## config.mk

```make
export PLATFORM = sky130hd
export DESIGN_NAME = pin_attempt_lockout_controller
export DESIGN_NICKNAME = d
export VERILOG_FILES = /design/src/hw/rtl/palc_pkg.sv /design/src/hw/rtl/pin_attempt_lockout_controller.sv
export SDC_FILE = /design/constraint.sdc
export NUM_CORES = 1
export LEC_CHECK = 0
export ABC_AREA = 1
export BUFFER_PORTS_ARGS = -buffer_cell sky130_fd_sc_hd__buf_2
export CORE_MARGIN = 5
export CORE_UTILIZATION = 53
export DETAILED_ROUTE_END_ITERATION = 10
export PLACE_DENSITY = 0.73
export REMOVE_ABC_BUFFERS = 1
export SETUP_SLACK_MARGIN = 0.5
export SYNTH_ARGS = -nofsm -noshare
export SYNTH_HDL_FRONTEND = slang
export SYNTH_SLANG_ARGS = --single-unit
export TNS_END_PERCENT = 100
```

## constraint.sdc

```tcl
create_clock -name clk -period 17.6 [get_ports clk]
set_input_delay 0 -clock clk [delete_from_list [all_inputs] [get_ports clk]]
set_output_delay 0 -clock clk [all_outputs]
set_load 0.01 [all_outputs]
```

## src/hw/rtl/palc_pkg.sv

```systemverilog
// Shared types and constants for the PIN attempt lockout controller.
package palc_pkg;

  // Field widths.
  localparam int unsigned KIND_W    = 3;
  localparam int unsigned TIME_W    = 32;
  localparam int unsigned OUTCOME_W = 2;
  localparam int unsigned STATUS_W  = 3;
  localparam int unsigned DUR_W     = 31;
  localparam int unsigned COUNT_W   = 4;
  localparam int unsigned CFG_IDX_W = 2;

  // Highest lockout level; each level doubles the lockout length.
  localparam int unsigned LEVEL_CAP = 16;
  localparam int unsigned LEVEL_W   = $clog2(LEVEL_CAP + 1);
  localparam int unsigned SHIFT_W   = (LEVEL_CAP > 1) ? $clog2(LEVEL_CAP) : 1;
  // Base duration shifted by up to LEVEL_CAP - 1 places, no bits lost.
  localparam int unsigned WIDE_W    = DUR_W + LEVEL_CAP - 1;

  // Event kinds.
  localparam logic [KIND_W-1:0] KIND_INIT     = 3'd0;
  localparam logic [KIND_W-1:0] KIND_UNLOCK   = 3'd1;
  localparam logic [KIND_W-1:0] KIND_ACTIVITY = 3'd2;
  localparam logic [KIND_W-1:0] KIND_CHECK    = 3'd3;
  localparam logic [KIND_W-1:0] KIND_LOCK     = 3'd4;

  // Verification outcomes.
  localparam logic [OUTCOME_W-1:0] OUTCOME_MATCH    = 2'd0;
  localparam logic [OUTCOME_W-1:0] OUTCOME_MISMATCH = 2'd1;

  // Configuration register indexes.
  localparam logic [CFG_IDX_W-1:0] CFG_ATTEMPT_LIMIT = 2'd0;
  localparam logic [CFG_IDX_W-1:0] CFG_LOCKOUT_BASE  = 2'd1;
  localparam logic [CFG_IDX_W-1:0] CFG_LOCKOUT_CAP   = 2'd2;
  localparam logic [CFG_IDX_W-1:0] CFG_IDLE_LIMIT    = 2'd3;

  // Configuration values after reset.
  localparam logic [COUNT_W-1:0] ATTEMPT_LIMIT_RST = 4'd5;
  localparam logic [DUR_W-1:0]   LOCKOUT_BASE_RST  = 31'd30000;
  localparam logic [DUR_W-1:0]   LOCKOUT_CAP_RST   = 31'd900000;
  localparam logic [DUR_W-1:0]   IDLE_LIMIT_RST    = 31'd120000;

  typedef enum logic [STATUS_W-1:0] {
    ST_OK       = 3'd0,
    ST_LOCKED   = 3'd1,
    ST_BAD_PIN  = 3'd2,
    ST_WRONG    = 3'd3,
    ST_FAILURE  = 3'd4,
    ST_ACK      = 3'd5
  } status_t;

  typedef struct packed {
    status_t              status;
    logic [DUR_W-1:0]     remaining_ms;
    logic [COUNT_W-1:0]   failed_count;
    logic                 session_open;
    logic                 new_session;
  } result_t;

endpackage

```

## src/hw/rtl/pin_attempt_lockout_controller.sv

```systemverilog
// Top level of the PIN attempt lockout controller: state update, lockout timing, result buffer.
//
//   channel   direction  handshake                   payload
//   event     in         event_valid / event_stall   kind, now_ms, format_ok, verify_outcome
//   result    out        result_valid / result_stall status, remaining_ms, failed_count,
//                                                    session_open, new_session
//   config    in         cfg_we                      cfg_index, cfg_data
//
// Every event beat is handled in the cycle it is accepted: the session, counter, level and
// lockout registers take their new values at that edge, and the result beat is registered.
// One event per cycle is sustained while the result side takes results without stalling.
// A two-entry result buffer (output register plus skid register) lets an event be accepted
// while one result is still waiting; event_stall rises only when both entries are full.
// Reset (synchronous, active high) empties the buffer, closes the session, clears the
// counter, level and lockout and loads the configuration defaults.
module pin_attempt_lockout_controller
  import palc_pkg::*;
(
  input  logic                 clk,
  input  logic                 rst,

  input  logic                 event_valid,
  output logic                 event_stall,
  input  logic [KIND_W-1:0]    kind,
  input  logic [TIME_W-1:0]    now_ms,
  input  logic                 format_ok,
  input  logic [OUTCOME_W-1:0] verify_outcome,

  output logic                 result_valid,
  input  logic                 result_stall,
  output logic [STATUS_W-1:0]  status,
  output logic [DUR_W-1:0]     remaining_ms,
  output logic [COUNT_W-1:0]   failed_count,
  output logic                 session_open,
  output logic                 new_session,

  input  logic                 cfg_we,
  input  logic [CFG_IDX_W-1:0] cfg_index,
  input  logic [DUR_W-1:0]     cfg_data
);

  // Configuration registers.
  logic [COUNT_W-1:0] attempt_limit;
  logic [DUR_W-1:0]   lockout_base;
  logic [DUR_W-1:0]   lockout_cap_ms;
  logic [DUR_W-1:0]   idle_limit_ms;

  // Controller state and the values it takes after the current event.
  logic               unlocked,         unlocked_next;
  logic [TIME_W-1:0]  activity_stamp,   activity_stamp_next;
  logic               activity_valid,   activity_valid_next;
  logic [COUNT_W-1:0] wrong_count,      wrong_count_next;
  logic [LEVEL_W-1:0] penalty_level,    penalty_level_next;
  logic [TIME_W-1:0]  lockout_deadline, lockout_deadline_next;
  logic               lockout_on,       lockout_on_next;

  // Result buffer.
  result_t out_buf;
  result_t skid_buf;
  logic    skid_valid;
  result_t result_next;

  logic accept;
  logic take;

  // Lockout timing.
  logic [TIME_W-1:0]  deadline_diff;
  logic               lock_active;
  logic [COUNT_W-1:0] wrong_inc;
  logic [LEVEL_W-1:0] level_up;
  logic [SHIFT_W-1:0] shift_amt;
  logic [WIDE_W-1:0]  base_wide;
  logic [WIDE_W-1:0]  base_shifted;
  logic [WIDE_W-1:0]  half_cap_wide;
  logic [DUR_W-1:0]   lock_len;
  logic [TIME_W-1:0]  idle_time;

  assign event_stall = skid_valid;
  assign accept      = event_valid & ~skid_valid;
  assign take        = result_valid & ~result_stall;

  // The deadline is still ahead when deadline - now is positive as a signed 32-bit value.
  assign deadline_diff = lockout_deadline - now_ms;
  assign lock_active   = lockout_on && (deadline_diff != '0) && !deadline_diff[TIME_W-1];

  assign wrong_inc = wrong_count + COUNT_W'(1);
  assign level_up  = (penalty_level < LEVEL_W'(LEVEL_CAP)) ?
                     penalty_level + LEVEL_W'(1) : penalty_level;
  // level_up is never zero, so the shift is level minus one.
  assign shift_amt = SHIFT_W'(level_up - LEVEL_W'(1));

  // Doubling stops at the cap as soon as the previous length reached half the cap
  // (rounded down). Since the length only grows, looking at the last doubling
  // is enough: if it stayed below half the cap, the final length is below the cap.
  assign base_wide     = WIDE_W'(lockout_base);
  assign base_shifted  = base_wide << shift_amt;
  assign half_cap_wide = WIDE_W'(lockout_cap_ms >> 1);

  always_comb begin
    if (shift_amt == '0) begin
      lock_len = (lockout_base > lockout_cap_ms) ? lockout_cap_ms : lockout_base;
    end else if ((base_shifted >> 1) >= half_cap_wide) begin
      lock_len = lockout_cap_ms;
    end else begin
      lock_len = base_shifted[DUR_W-1:0];
    end
  end

  assign idle_time = now_ms - activity_stamp;

  // Next state and result for the event on the input ports.
  always_comb begin
    unlocked_next         = unlocked;
    activity_stamp_next   = activity_stamp;
    activity_valid_next   = activity_valid;
    wrong_count_next      = wrong_count;
    penalty_level_next    = penalty_level;
    lockout_deadline_next = lockout_deadline;
    lockout_on_next       = lockout_on;

    result_next              = '0;
    result_next.status       = ST_ACK;

    case (kind)
      KIND_INIT: begin
        unlocked_next         = 1'b0;
        activity_stamp_next   = '0;
        activity_valid_next   = 1'b0;
        wrong_count_next      = '0;
        penalty_level_next    = '0;
        lockout_deadline_next = '0;
        lockout_on_next       = 1'b0;
      end
      KIND_UNLOCK: begin
        if (lock_active) begin
          result_next.status       = ST_LOCKED;
          result_next.remaining_ms = deadline_diff[DUR_W-1:0];
        end else begin
          // Any lockout left at this point has run out.
          lockout_on_next = 1'b0;
          if (!format_ok) begin
            result_next.status = ST_BAD_PIN;
          end else if (verify_outcome == OUTCOME_MATCH) begin
            unlocked_next           = 1'b1;
            activity_stamp_next     = now_ms;
            activity_valid_next     = 1'b1;
            wrong_count_next        = '0;
            penalty_level_next      = '0;
            lockout_deadline_next   = '0;
            result_next.status      = ST_OK;
            result_next.new_session = 1'b1;
          end else if (verify_outcome == OUTCOME_MISMATCH) begin
            if (wrong_inc >= attempt_limit) begin
              wrong_count_next         = '0;
              penalty_level_next       = level_up;
              lockout_deadline_next    = now_ms + TIME_W'(lock_len);
              lockout_on_next          = 1'b1;
              result_next.status       = ST_LOCKED;
              result_next.remaining_ms = lock_len;
            end else begin
              wrong_count_next         = wrong_inc;
              result_next.status       = ST_WRONG;
              result_next.failed_count = wrong_inc;
            end
          end else begin
            result_next.status = ST_FAILURE;
          end
        end
      end
      KIND_ACTIVITY: begin
        if (unlocked) begin
          activity_stamp_next = now_ms;
          activity_valid_next = 1'b1;
        end
      end
      KIND_CHECK: begin
        if (unlocked && activity_valid && (idle_time > TIME_W'(idle_limit_ms))) begin
          unlocked_next       = 1'b0;
          activity_stamp_next = '0;
          activity_valid_next = 1'b0;
        end
      end
      KIND_LOCK: begin
        unlocked_next       = 1'b0;
        activity_stamp_next = '0;
        activity_valid_next = 1'b0;
      end
      default: begin
        // Unused kinds are acknowledged and change nothing.
      end
    endcase

    result_next.session_open = unlocked_next;
  end

  // Configuration, controller state and result buffer control.
  always_ff @(posedge clk) begin
    if (rst) begin
      attempt_limit    <= ATTEMPT_LIMIT_RST;
      lockout_base     <= LOCKOUT_BASE_RST;
      lockout_cap_ms   <= LOCKOUT_CAP_RST;
      idle_limit_ms    <= IDLE_LIMIT_RST;
      unlocked         <= 1'b0;
      activity_stamp   <= '0;
      activity_valid   <= 1'b0;
      wrong_count      <= '0;
      penalty_level    <= '0;
      lockout_deadline <= '0;
      lockout_on       <= 1'b0;
      result_valid     <= 1'b0;
      skid_valid       <= 1'b0;
    end else begin
      if (cfg_we) begin
        case (cfg_index)
          CFG_ATTEMPT_LIMIT: attempt_limit  <= cfg_data[COUNT_W-1:0];
          CFG_LOCKOUT_BASE:  lockout_base   <= cfg_data;
          CFG_LOCKOUT_CAP:   lockout_cap_ms <= cfg_data;
          CFG_IDLE_LIMIT:    idle_limit_ms  <= cfg_data;
          default: begin
          end
        endcase
      end

      if (accept) begin
        unlocked         <= unlocked_next;
        activity_stamp   <= activity_stamp_next;
        activity_valid   <= activity_valid_next;
        wrong_count      <= wrong_count_next;
        penalty_level    <= penalty_level_next;
        lockout_deadline <= lockout_deadline_next;
        lockout_on       <= lockout_on_next;
      end

      // A new beat lands in the output register when that register is free by the
      // edge, otherwise in the skid register (accept implies the skid is empty).
      // Without a new beat, a taken result is refilled from the skid register if
      // it holds one.
      if (accept) begin
        if (result_valid && !take) begin
          skid_valid <= 1'b1;
        end else begin
          result_valid <= 1'b1;
        end
      end else if (take) begin
        if (skid_valid) begin
          skid_valid <= 1'b0;
        end else begin
          result_valid <= 1'b0;
        end
      end
    end
  end

  // Result payload; no reset needed.
  always_ff @(posedge clk) begin
    if (take && skid_valid) begin
      out_buf <= skid_buf;
    end else if (accept && (!result_valid || take)) begin
      out_buf <= result_next;
    end
    if (accept && result_valid && !take) begin
      skid_buf <= result_next;
    end
  end

  assign status       = out_buf.status;
  assign remaining_ms = out_buf.remaining_ms;
  assign failed_count = out_buf.failed_count;
  assign session_open = out_buf.session_open;
  assign new_session  = out_buf.new_session;

endmodule

```

==> After elaboration in Yosys (flattened, before gate mapping) <==
Cells that the tools add are included.
{ "totals": {"reg_bits": 255} }
{ "op_classes": {"addsub": 6, "n_lt_le_gt_ge": 5, "eq_ne": 18, "n_shift": 1, "muxes": 69, "bitwise": 4, "n_reduce_logical": 33} }
{ "ops": {"columns": ["cell", "n"], "rows": [
  ["32-bit 2-to-1 mux", 10],
  ["32-bit case mux with 4 select lines", 1],
  ["31-bit 2-to-1 mux", 4],
  ["35-bit 2-to-1 mux", 3],
  ["40-bit 2-to-1 mux", 2],
  ["32-bit case mux with 2 select lines", 1],
  ["32-bit subtractor", 2],
  ["31-bit by 4-bit << shifter with 46-bit output", 1],
  ["45-bit by 30-bit >= comparator with 1-bit output", 1],
  ["38-bit 2-to-1 mux", 1],
  ["34-bit 2-to-1 mux", 1],
  ["32-bit by 31-bit adder with 32-bit output", 1],
  ["32-bit by 31-bit > comparator with 1-bit output", 1],
  ["32-bit nonzero test", 1],
  ["31-bit > comparator", 1],
  ["5-bit 2-to-1 mux", 6],
  ["1-bit 2-to-1 mux", 25],
  ["4-bit 2-to-1 mux", 6],
  ["2-bit inequality test (second input constant)", 6],
  ["5-bit case mux with 2 select lines", 1],
  ["2-bit AND reduction", 5],
  ["1-bit logical AND", 9],
  ["3-bit 2-to-1 mux", 3],
  ["4-bit case mux with 2 select lines", 1],
  ["other kinds (30)", 43]
]} }

==> Logic depth before layout (Yosys ltp) <==
{ "depth": {"ltp_word": 15, "mapped_depth": 50} }

==> Worst setup path after synthesis <==
No wires, ideal clock.
{ "synth_path": {"path_kind": "register -> register", "startpoint": "register penalty_level[4]", "endpoint": "register lockout_deadline[22]", "setup_ps": 132, "arrival_ps": 5908, "slack_ps": 11560, "path_stages_with_launch": 47, "n_path_buf": 6, "period_less_slack_ps": 6040, "cell_sequence": "dfxtp_1 > nand2_1 > nand2_2 > buf_6 > buf_6 > buf_2 > inv_1 > ha_1 > clkbuf_1 > clkbuf_1 > nand2_1 > o21ai_0 > o21ai_0 > or2_1 > o21ai_0 > inv_1 > ha_1 > nand2_1 > [... 11 more ...] > fa_1 > nand2_1 > nor2_1 > nor2_1 > inv_1 > a21oi_1 > inv_1 > nand2_1 > nand2_1 > nand2_1 > nand2_1 > nand2_1 > o211ai_1 > a21oi_1 > xor2_1 > inv_1 > nand2_1 > a21oi_1"} }
{ "synth_between": {"elab_chain_len": 14, "word_cells_on_any_way": 15, "cone_classes": "add/sub: 2; order compare: 2; shift: 1; mux: 9; reduce/logical: 1"} }
{ "synth_rtl": {"columns": ["item", "line", "source"], "rows": [
  ["start, declared", "pin_attempt_lockout_controller.sv:53", "logic [LEVEL_W-1:0] penalty_level, penalty_level_next;"],
  ["start signal, assigned", "pin_attempt_lockout_controller.sv:229", "penalty_level <= penalty_level_next;"],
  ["5-bit < comparator *", "pin_attempt_lockout_controller.sv:87", "assign level_up = (penalty_level < LEVEL_W'(LEVEL_CAP)) ?"],
  ["5-bit 2-to-1 mux *", "pin_attempt_lockout_controller.sv:87", null],
  ["4-bit by 1-bit subtractor with 4-bit output *", "pin_attempt_lockout_controller.sv:90", "assign shift_amt = SHIFT_W'(level_up - LEVEL_W'(1));"],
  ["31-bit by 4-bit << shifter with 46-bit output", "pin_attempt_lockout_controller.sv:96", "assign base_shifted = base_wide << shift_amt;"],
  ["45-bit by 30-bit >= comparator with 1-bit output", "pin_attempt_lockout_controller.sv:102", "end else if ((base_shifted >> 1) >= half_cap_wide) begin"],
  ["31-bit 2-to-1 mux", "pin_attempt_lockout_controller.sv:102", null],
  ["31-bit 2-to-1 mux *", "pin_attempt_lockout_controller.sv:100", "if (shift_amt == '0) begin"],
  ["32-bit by 31-bit adder with 32-bit output *", "pin_attempt_lockout_controller.sv:156", "lockout_deadline_next = now_ms + TIME_W'(lock_len);"],
  ["32-bit 2-to-1 mux *", "pin_attempt_lockout_controller.sv:153", "if (wrong_inc >= attempt_limit) begin"],
  ["32-bit 2-to-1 mux *", "pin_attempt_lockout_controller.sv:152", "end else if (verify_outcome == OUTCOME_MISMATCH) begin"],
  ["32-bit 2-to-1 mux *", "pin_attempt_lockout_controller.sv:143", "end else if (verify_outcome == OUTCOME_MATCH) begin"],
  ["32-bit 2-to-1 mux *", "pin_attempt_lockout_controller.sv:141", "if (!format_ok) begin"],
  ["32-bit 2-to-1 mux *", "pin_attempt_lockout_controller.sv:135", "if (lock_active) begin"],
  ["32-bit case mux with 2 select lines *", "pin_attempt_lockout_controller.sv:124", "case (kind)"],
  ["end signal, assigned", "pin_attempt_lockout_controller.sv:230", "lockout_deadline <= lockout_deadline_next;"],
  ["end, declared", "pin_attempt_lockout_controller.sv:54", "logic [TIME_W-1:0] lockout_deadline, lockout_deadline_next;"]
]} }
Every way passes the cells marked *; elsewhere a longest branch is shown, timed or not. The select of a mux whose other input is x is not followed.
A chain may end at the register's enable or synchronous reset.

==> Worst setup path in the final report <==
{ "layout_path": {"startpoint": "register penalty_level[4]", "endpoint": "register lockout_deadline[28]"} }
Same word-level chain as after synthesis.

==> results.sh <==
export IMPL_critPathRequiredTime_ns=18.09
export IMPL_drt_pass1_iterations=6
export IMPL_timing_rr_end="lockout_deadline[28]$_SDFFE_PP0P_"
export IMPL_tritoncts="yes"
export IMPL_placedCellCount=3736
export IMPL_wp_data_arrival_ns=9.35
export IMPL_count_of_routing_violations_after_the_opening_detailed_route_iteration=1920
export IMPL_finalHoldViolCount=0
export IMPL_worst_path_buf_inv=7
export IMPL_place_port_buffers=117
export IMPL_die_height_um=209
export IMPL_diodes=0
export IMPL_vdd_ir_drop_max_v=0.0000696
export IMPL_route_antenna_remaining_nets=0
export IMPL_groute_layer_met1_usage=0.437
export IMPL_final_fill_count=3715
export IMPL_route_final_wire_length_um=71500
export IMPL_grt_pass1_wl_um=111000
export IMPL_synth_cell_type_count=49
export IMPL_report_power_total_uw=2140
export IMPL_place_congestion=1.01
export IMPL_yosys_most_used_dff="dfxtp_1"
export IMPL_startpoint_type="flip-flop"
export IMPL_critical_path_max_stage_delay_ns=0.71
export IMPL_synth_area_leader_cell="nand2_1"
export IMPL_post_synth_most_frequent_cells="nand2_1 (987), inv_1 (423), a21oi_1 (294), ha_1 (200), nand3_1 (197)"
export IMPL_use_met2=0.494
export IMPL_signed_area_change_from_the_synthesized_netlist_to_the_final_layout_pct=12.3
export IMPL_synth_warning_count=0
export IMPL_clkLatencyLatePin_ns=0.59
export IMPL_netSwitchingPower_uw=859
export IMPL_tightestPinTransition_ns=1.23
export IMPL_mappedNetlistArea_mm2=0.0210
export IMPL_die_w_um=209
export IMPL_worst_setup_path_end_kind="flip-flop"
export IMPL_antenna_violations_before_repair=1
export IMPL_setup_reg_to_reg_worst_slack_ns=8.74
export IMPL_path_delay_family="simple AND/OR/NAND/NOR gates"
export IMPL_initial_core_util=0.538
export IMPL_vias=21700
export IMPL_pin_count=118
export IMPL_timing_critical_path_slowest_stage_cell="inv_1"
export IMPL_proportion_of_power_drawn_by_flip_flops_and_latches=0.300
export IMPL_synthesis_instances=3200
export IMPL_routedWlPerCell_um=18.5
export IMPL_p_leak_uw=0.0114
export IMPL_instances_no_fill=3868
export IMPL_crit_type="flip-flop to flip-flop"
export IMPL_global_route_usage_met3=0.0346
export IMPL_remaining_drc_errors=0
export IMPL_track_usage=0.314
export IMPL_top_cells_by_area_in_the_synthesized_netlist="nand2_1 (18%), dfxtp_1 (17%), ha_1 (12%)"
export IMPL_worst_hold_slack_ns=0.0400
export IMPL_die_area_mm2=0.0436
export IMPL_fin_tns_setup_ns=0
export IMPL_cell_internal_pwr_uw=1280
export IMPL_root_buffer="clkbuf_16"
export IMPL_worst_hold_path_num_cells=5
export IMPL_status="finished clean"
export IMPL_netSwitchingFraction=0.401
export IMPL_clkSinkCount=255
export IMPL_avg_inst_size_synth_um2=6.55
export IMPL_fraction_of_layout_instances_using_a_drive_strength_above_1=0.0773
export IMPL_rsz0062_at_grt="no"
export IMPL_via_per_inst=5.61
export IMPL_fraction_of_post_synthesis_cell_area_in_the_top_cell_type_by_area=0.177
export IMPL_yosysSeqAreaShare=0.282
export IMPL_final_period_utilization=0.503
export IMPL_area_of_the_multi_input_gates_mm2=0.0129
export IMPL_holdPathEnd="activity_stamp[1]$_SDFFE_PP0P_"
export IMPL_timing_fmax_mhz=113
export IMPL_first_global_vias=20400
export IMPL_final_critical_path_setup_slack_ns=8.74
export IMPL_total_gr_overflow=0
export IMPL_setup_viol=0
export IMPL_seqCellArea_mm2=0.00591
export IMPL_final_net_count=3604
export IMPL_slew_violations=0
export IMPL_power_per_cell_area_mw_per_mm2=91.0
export IMPL_reg2reg_from="penalty_level[4]$_SDFFE_PP0P_"
export IMPL_power_clock_fraction=0.299
export IMPL_gr_max_usage_layer="met2"
export IMPL_dp_final_hpwl_um=55200
export IMPL_cp_max_fo=65
export IMPL_synth_ff_latch_count=255
export IMPL_period_needed_ns=8.86
export IMPL_synth_async_sr_flop_share=0
export IMPL_max_cap_viols=0
export IMPL_power_combinational_fraction=0.401
export IMPL_placement_rows=72
export IMPL_cts_inserted_buffers=31
export IMPL_place_worst_setup_slack_ns=8.96
export IMPL_min_from="now_ms[1]"
export IMPL_worst_r2r_path_depth=38
export IMPL_post_cts_setup_buffer_count=0
export IMPL_critical_path_top_cell_by_count="nand2_1"
export IMPL_grt_max_degree=97
export IMPL_class_of_the_tightest_hold_or_removal_check="input port to flip-flop"
export IMPL_synth_edff_count=80
export IMPL_cells_resized_by_post_cts_repair=0
export IMPL_clkSlewWorstSetupHoldPaths_ns=0.06
export IMPL_clock_skew_ns=0.0316
export IMPL_slew_headroom=0.181
export IMPL_ctsHtreeMaxLevel=1
export IMPL_clock_tree_buffer_depth=3
export IMPL_synth_most_common_cell="nand2_1"
export IMPL_core_area_mm2=0.0389
-- logic make-up (layout without fill, tap and decap cells) --
logic type      count (synthesis)  after routing  share of synthesized area
mux                            10             10                    0.00502
buf+inv                       549            699                      0.105
xor+xnor                       65             65                     0.0279
compound gates                598            598                      0.153
simple gates                 1520           1520                      0.305
flops                         255            255                      0.282
fa+ha+maj                     203            203                      0.122
-- layout make-up --
class	count	share of cell area
Tap cell	518	0.0276
Clock buffer	47	0.0401
Sequential cell	255	0.251
Multi-Input combinational cell	2396	0.547
Timing Repair Buffer	209	0.0621
Inverter	432	0.0689
Clock inverter	11	0.00309
-- flip-flops by register name, indices dropped and copies added (netlist names), 3 cells and up --
name / count
lockout_base: 31
failed_count: 4
lockout_deadline: 32
status: 3
penalty_level: 5
activity_stamp: 32
attempt_limit: 4
wrong_count: 4
idle_limit_ms: 31
skid_buf: 40
remaining_ms: 31
lockout_cap_ms: 31
-- layer usage --
layer / up-vias / wire length (µm)
li1: 10700 / -
met1: 9956 / 31700
met2: 895 / 30900
met3: 170 / 5340
met4: 2 / 3640
met5: - / 13
-- worst register-to-register path, delay by kind of cell, from the launching register on --
family | cells | cell delay [ns]
simple gates | 18 | 3.15
fa+ha+maj | 4 | 1.07
compound gates | 8 | 2.10
buf+inv | 7 | 1.83
xor+xnor | 1 | 0.16
flops | 1 | 0.44
-- metrics by stage --
step           instance area [µm²]   util
6_report                     23500  0.604
3_3_place_gp                 21800  0.559
4_1_cts                      23500  0.604
3_5_place_dp                 21800  0.559
5_1_grt                      23500  0.604
2_1_floorplan                20400      -
-- layout by cell type (no fill, tap or decap), types with 23 or more instances in the layout --
cell type      Yosys  routed
nand2_2           23      24
nand2_1          987     986
o21ai_0          194     194
dfxtp_1          175     175
buf_2             33     117
nor3_1            24      24
nor2_1           181     179
inv_1            423     422
nand4_1           60      60
o211ai_1          23      23
o21ai_1           23      23
o21a_1            26      26
xor2_1            45      45
ha_1             200     200
a21oi_1          294     294
dlygate4sd3_1      0      74
nand3_1          197     197
edfxtp_1          80      80
clkbuf_16          0      31
-- power by group through the flow --
stage / clock (µW) / combinational [µW] / sequential, µW
detailed placement: 0 / 824 / 655
finish: 639 / 858 / 642
floorplan: 0 / 565 / 655
global placement: 0 / 817 / 654
CTS: 648 / 842 / 642
global route: 672 / 948 / 645
-- repair_timing --
item,CTS,global route
hold buffers,74,0
endpoints found under the setup margin,0,0
hold endpoints to repair,149,0
-- how the worst max path moves through the flow --
| stage | startpoint | to | slack, ns | cells past startpoint |
|---|---|---|---|---|
| 3_3_place_gp | penalty_level[4]$_SDFFE_PP0P_ | lockout_deadline[28]$_SDFFE_PP0P_ | 9.00 | 38 |
| 6_report | penalty_level[4]$_SDFFE_PP0P_ | lockout_deadline[28]$_SDFFE_PP0P_ | 8.74 | 38 |
| 4_1_cts | penalty_level[4]$_SDFFE_PP0P_ | lockout_deadline[28]$_SDFFE_PP0P_ | 8.90 | 38 |
| 2_1_floorplan | penalty_level[4]$_SDFFE_PP0P_ | lockout_deadline[22]$_SDFFE_PP0P_ | 10.46 | 42 |
| 5_1_grt | penalty_level[4]$_SDFFE_PP0P_ | lockout_deadline[28]$_SDFFE_PP0P_ | 8.08 | 39 |
| 3_5_place_dp | penalty_level[4]$_SDFFE_PP0P_ | lockout_deadline[28]$_SDFFE_PP0P_ | 8.96 | 38 |
Note: power is estimated with default switching activity, not from simulation.
